`src/rtl/assert_macros.svh`:
```
// assertion helpers shared by the rtl
`ifndef ASSERT_MACROS_SVH
`define ASSERT_MACROS_SVH

`ifndef SYNTHESIS

// property must hold at every clock edge outside reset
`define ASSERT_AT(label, clk, rst_n, prop) \
    label: assert property (@(posedge clk) disable iff (!rst_n) (prop)) \
        else $error("assertion failed");

// consequent must hold in the same cycle as the antecedent
`define ASSERT_IMPLIES(label, clk, rst_n, ante, cons) \
    label: assert property (@(posedge clk) disable iff (!rst_n) (ante) |-> (cons)) \
        else $error("assertion failed");

// consequent must hold in the cycle after the antecedent
`define ASSERT_NEXT(label, clk, rst_n, ante, cons) \
    label: assert property (@(posedge clk) disable iff (!rst_n) (ante) |=> (cons)) \
        else $error("assertion failed");

`else

`define ASSERT_AT(label, clk, rst_n, prop)
`define ASSERT_IMPLIES(label, clk, rst_n, ante, cons)
`define ASSERT_NEXT(label, clk, rst_n, ante, cons)

`endif

`endif

```
`src/rtl/bso_pkg.sv`:
```
`timescale 1ns / 1ps

package bso_pkg;

    // register file layout
    localparam int REG_W       = 48;
    localparam int NUM_AXES    = 3;
    localparam int CFG_INDEX_W = 3;

    // axis components are signed q1.14, 16 bits each
    localparam int AXIS_W      = 16;
    localparam int FRAC_SHIFT  = 14;
    localparam int RADSQ_SHIFT = 2 * FRAC_SHIFT;

    // lane covers projection through squared excess
    localparam int LANE_STAGES = 6;
    localparam int PIPE_DEPTH  = LANE_STAGES + 3;

    localparam logic [REG_W-1:0] AXIS_U_RESET = 48'h0000_0000_4000;
    localparam logic [REG_W-1:0] AXIS_V_RESET = 48'h0000_4000_0000;
    localparam logic [REG_W-1:0] AXIS_W_RESET = 48'h4000_0000_0000;

    typedef enum logic [CFG_INDEX_W-1:0] {
        CFG_CENTER  = 3'd0,
        CFG_AXIS_U  = 3'd1,
        CFG_AXIS_V  = 3'd2,
        CFG_AXIS_W  = 3'd3,
        CFG_EXTENTS = 3'd4
    } cfg_index_t;

endpackage

```
`src/rtl/bso_axis_lane.sv`:
```
`timescale 1ns / 1ps

module bso_axis_lane
    import bso_pkg::*;
#(
    parameter int COORD_BITS = 16
) (
    input  logic                                      clk,
    input  logic                                      en,
    input  logic signed [COORD_BITS:0]                diff [NUM_AXES],
    input  logic [REG_W-1:0]                          axis,
    input  logic [COORD_BITS-1:0]                     extent,
    output logic [2*(COORD_BITS+AXIS_W+1)-1:0]        sq
);

    localparam int PROD_W = COORD_BITS + AXIS_W + 1;
    localparam int SUM_W  = PROD_W + 1;
    localparam int D_W    = PROD_W;
    localparam int H      = (D_W + 1) / 2;
    localparam int HI_W   = D_W - H;
    localparam int SQ_W   = 2 * D_W;

    logic signed [PROD_W-1:0] prod_reg [NUM_AXES];
    logic signed [PROD_W-1:0] prod_next [NUM_AXES];
    logic signed [SUM_W-1:0]  sum_reg;
    logic signed [SUM_W-1:0]  sum_next;
    logic [D_W-1:0]           abs_reg;
    logic [D_W-1:0]           abs_next;
    logic [D_W-1:0]           ext_q22;
    logic [D_W-1:0]           d_reg;
    logic [D_W-1:0]           d_next;
    logic [HI_W-1:0]          d_hi;
    logic [H-1:0]             d_lo;
    logic [2*HI_W-1:0]        hh_reg;
    logic [2*HI_W-1:0]        hh_next;
    logic [D_W-1:0]           hl_reg;
    logic [D_W-1:0]           hl_next;
    logic [2*H-1:0]           ll_reg;
    logic [2*H-1:0]           ll_next;
    logic [SQ_W-1:0]          sq_reg;
    logic [SQ_W-1:0]          sq_next;

    // one signed product per coordinate
    always_comb
    begin
        for (int k = 0; k < NUM_AXES; k++)
        begin
            prod_next[k] = diff[k] * $signed(axis[k*AXIS_W +: AXIS_W]);
        end
    end

    assign sum_next = SUM_W'(prod_reg[0]) + SUM_W'(prod_reg[1]) + SUM_W'(prod_reg[2]);
    assign abs_next = sum_reg[SUM_W-1] ? D_W'(-sum_reg) : D_W'(sum_reg);

    // excess beyond the half-extent, zero when inside the slab
    assign ext_q22 = D_W'({extent, {FRAC_SHIFT{1'b0}}});
    assign d_next  = (abs_reg > ext_q22) ? (abs_reg - ext_q22) : '0;

    // square split into half-width partial products
    assign d_hi    = d_reg[D_W-1:H];
    assign d_lo    = d_reg[H-1:0];
    assign hh_next = d_hi * d_hi;
    assign hl_next = d_hi * d_lo;
    assign ll_next = d_lo * d_lo;

    assign sq_next = (SQ_W'(hh_reg) << (2 * H)) + (SQ_W'(hl_reg) << (H + 1)) + SQ_W'(ll_reg);

    always_ff @(posedge clk)
    begin
        if (en)
        begin
            prod_reg <= prod_next;
            sum_reg  <= sum_next;
            abs_reg  <= abs_next;
            d_reg    <= d_next;
            hh_reg   <= hh_next;
            hl_reg   <= hl_next;
            ll_reg   <= ll_next;
            sq_reg   <= sq_next;
        end
    end

    assign sq = sq_reg;

endmodule

```
`config.mk`:
```
export PLATFORM = sky130hd
export DESIGN_NAME = bso_axis_lane
export DESIGN_NICKNAME = d
export VERILOG_FILES = /design/src/rtl/assert_macros.svh /design/src/rtl/bso_pkg.sv /design/src/rtl/bso_axis_lane.sv
export SDC_FILE = /design/constraint.sdc
export NUM_CORES = 2
export LEC_CHECK = 0
export BUFFER_PORTS_ARGS = -buffer_cell sky130_fd_sc_hd__buf_2
export CAP_MARGIN = 20
export CORE_ASPECT_RATIO = 0.9
export CORE_MARGIN = 5
export CORE_UTILIZATION = 44
export CTS_BUF_LIST = sky130_fd_sc_hd__clkbuf_4
export DETAILED_ROUTE_END_ITERATION = 16
export PLACE_DENSITY = 0.6
export SLEW_MARGIN = 10
export SYNTH_ARGS = -nofsm -noshare
export SYNTH_HDL_FRONTEND = slang
export SYNTH_SLANG_ARGS = --single-unit
export TNS_END_PERCENT = 1
```
`constraint.sdc`:
```
create_clock -name clk -period 14.2 [get_ports clk]
set_clock_uncertainty 0.1 [all_clocks]
set_input_delay 2.13 -clock clk [delete_from_list [all_inputs] [get_ports clk]]
set_output_delay 2.13 -clock clk [all_outputs]
set_load 0.005 [all_outputs]
```
==> impl_metrics.csv <==
group,metric,value,unit
outcome,status,"completed",
clocking,insertion_delay,1030,ps
global_route,grt_pass1_vias,52790,
hold_path,hold_path_startpoint,"ll_reg[7]$_DFFE_PP_",
synth,synth_cells,7185,
sta,setup_viol,0,
sta,clock.fmax,126.2,MHz
clocking,cts_sinks,361,
global_route,overflow,0,
route,routedWlPerCell,16.99,um
placed_design,place_hpwl,128900,um
hold_path,whs_path_depth,0,
sta,rsz0062_at_grt,"no",
die,pin_count,183,
synth,synth_nets,9375,
synth,synth_edf_count,361,
synth,synth-warning-count,0,
synth,netlist_area,0.07105,sq mm
worst_setup_path,critPathRequiredTime,14770,ps
synth,syn_area_per_cell,9.889,sq um
placed_design,io_buffers,181,
clocking,postCtsSetupBuffers,0,
sta,finalHoldViolCount,0,
clocking,numCtsBuffers,107,
global_route,track_usage,0.1992,
die,num_rows,139,
finish,final_nets,9477,
worst_setup_path,reg2reg_from,"d_reg[3]$_SDFFCE_PP0P_",
route,via_count,47690,
clocking,postCtsHoldBufs,0,
die,start_util,0.4441,
route,drtPass1Iterations,5,
run,drv_cap,0,
clocking,cts_tree,"built",
route,detail-route-antenna-nets,0,
hold_path,min_to,"sq[7]$_DFFE_PP_",
synth,yosysMostFrequentCell,"inv_1",
sta,post-route-period-util,0.5581,
route,drc,0,
clocking,root_buffer,"clkbuf_4",
worst_setup_path,reg2reg_slack,6270,ps
clocking,cts_buffer_depth,3,
sta,tns,0,ps
sta,slew_headroom,0.3370,
sta,drv_slew,0,
synth,ys_ff_latch,361,
worst_setup_path,rr_endpoint,"ll_reg[32]$_DFFE_PP_",
worst_setup_path,arrival,8500,ps
clocking,clk_pin_slew_worst_paths,70,ps
route,drt_wl_total,161300,um
finish,fillers,15190,
finish,drive_gt1_frac,0.05969,
synth,ys_seq_area_frac,0.1526,
worst_setup_path,end_kind,"flip-flop",
global_route,antenna_found_initial,12,
synth,synth_cell_types,89,
finish,syn_to_final_growth,6.248,%
finish,largest_reg_flops,99,
sta,min_period,7925,ps
synth,synthArstFlopShare,0,
sta,worst_pin_slew,994.5,ps
worst_setup_path,r2r_cells,24,
synth,netlist.area_leader.share,0.4018,
clocking,cts_resized,0,
global_route,grt_max_degree,86,
clocking,h-tree-depth,3,
synth,synthTopCellsByArea,"fa_1, edfxtp_1, ha_1",
synth,synth_top_flop_cell,"edfxtp_1",
synth,synth_largest_area_cell,"fa_1",
worst_setup_path,path_class,"flip-flop to flip-flop",
synth,synth_common_cells,"inv_1, fa_1, nand2_1, ha_1, and2_1",
worst_setup_path,critPathLaunchType,"flip-flop",
route,dr.first_iter.drc_count,2197,
global_route,grt_pass1_wl,271900,um
hold_path,hold_class,"flip-flop to flip-flop",
die,die_x,433.6,um
placed_design,routabilityCongestion,0.8649,
die,core-area,0.1600,sq mm
worst_setup_path,crit_fanout,26,
sta,fin_hold_ws,317.8,ps
route,vias_per_cell,5.023,
die,die_y,391.2,um
die,die_area,0.1696,sq mm
==> metrics by stage <==
stage / cells / utilization / setup slack [ps] / instance area (sq um)
floorplan: 7185 / - / 5850 / 71050
global placement: 9292 / 0.4627 / 5415 / 74030
detailed placement: 9292 / 0.4627 / 5374 / 74030
CTS: 9485 / 0.4715 / 6260 / 75440
global route: 9493 / 0.4718 / 5910 / 75490
finish: 9494 / 0.4718 / 6275 / 75490
==> critical path: stages, from the launching register on <==
cell	delay (ps)
edfxtp_1	320
buf_4	370
clkinv_1	690
nor2_1	410
inv_1	120
fa_1	490
fa_1	480
fa_1	440
inv_1	70
fa_1	430
fa_1	550
inv_1	50
fa_1	470
inv_1	40
ha_1	340
a21o_1	180
a21o_1	170
a21oi_1	200
nand2_1	80
o21ai_1	470
o21ai_1	280
a221oi_1	480
a211o_1	200
nand2_1	70
xor2_1	180
==> cells in the final DEF, fill, tap and decap left out, drive strengths merged, types with 8 or more instances in the layout <==
cell,netlist,layout
xnor2,259,259
or3,14,14
and2,616,616
and3,29,29
nor2,228,228
o211ai,12,12
fa,1426,1426
a21oi,199,199
diode,0,8
nor4,14,14
o21a,43,43
nor3,39,39
xor2,62,62
a211oi,26,26
o41ai,12,12
edfxtp,361,361
nand4,21,21
o21ai,126,126
o31ai,16,16
nand2,760,760
or2,13,13
clkbuf,220,141
clkinv,2,45
o21bai,35,35
a21boi,10,10
ha,647,647
buf,6,219
nand2b,45,45
nor2b,41,41
inv,1663,1665
a21o,106,106
a31oi,17,17
nand3,41,41
==> layout make-up <==
type                            count  area [sq um]  share of cell area
Tap cell                         2115          2646             0.03505
Timing Repair Buffer              219          1221             0.01618
Clock buffer                      141          1059             0.01402
Sequential cell                   361         10840              0.1436
Inverter                         1665          6250             0.08279
Antenna cell                        8         20.02           0.0002652
Multi-Input combinational cell   4933         53100              0.7034
Clock inverter                     52         354.1            0.004691
==> how the worst max path moves through the flow <==
| stage | startpoint | endpoint |
|---|---|---|
| 2_1_floorplan | axis[33] | prod_reg[31]$_DFFE_PP_ |
| 3_3_place_gp | axis[33] | prod_reg[31]$_DFFE_PP_ |
| 3_5_place_dp | axis[33] | prod_reg[31]$_DFFE_PP_ |
| 4_1_cts | d_reg[3]$_SDFFCE_PP0P_ | ll_reg[30]$_DFFE_PP_ |
| 5_1_grt | d_reg[3]$_SDFFCE_PP0P_ | ll_reg[30]$_DFFE_PP_ |
| 6_report | d_reg[3]$_SDFFCE_PP0P_ | ll_reg[32]$_DFFE_PP_ |
==> cell families (layout without fill, tap and decap cells) <==
kind of cell | count (synthesis) | count (layout) | share of synthesized area
AOI/OAI and AO/OA | 660 | 660 | 0.06206
xor gates and xnor gates | 321 | 321 | 0.03957
adders and majority gates | 2073 | 2073 | 0.5157
buffers and inverters | 1891 | 2077 | 0.1001
DFF | 361 | 361 | 0.1526
muxes | 2 | 2 | 0.0003170
other | 1 | 9 | 0.00005278
and+or+nand+nor | 1876 | 1876 | 0.1296
==> per-layer routing <==
metal | vias to the layer above | global-route usage | wire [um]
li1 | 22180 | - | -
met1 | 24290 | 0.2584 | 68910
met2 | 1011 | 0.3548 | 81010
met3 | 210 | 0.02263 | 7015
met4 | 0 | 0.05399 | 4375
met5 | - | 0 | 0
Power is not shown: default switching activity piles up to over one toggle a cycle in this logic, so the estimate is an artifact.
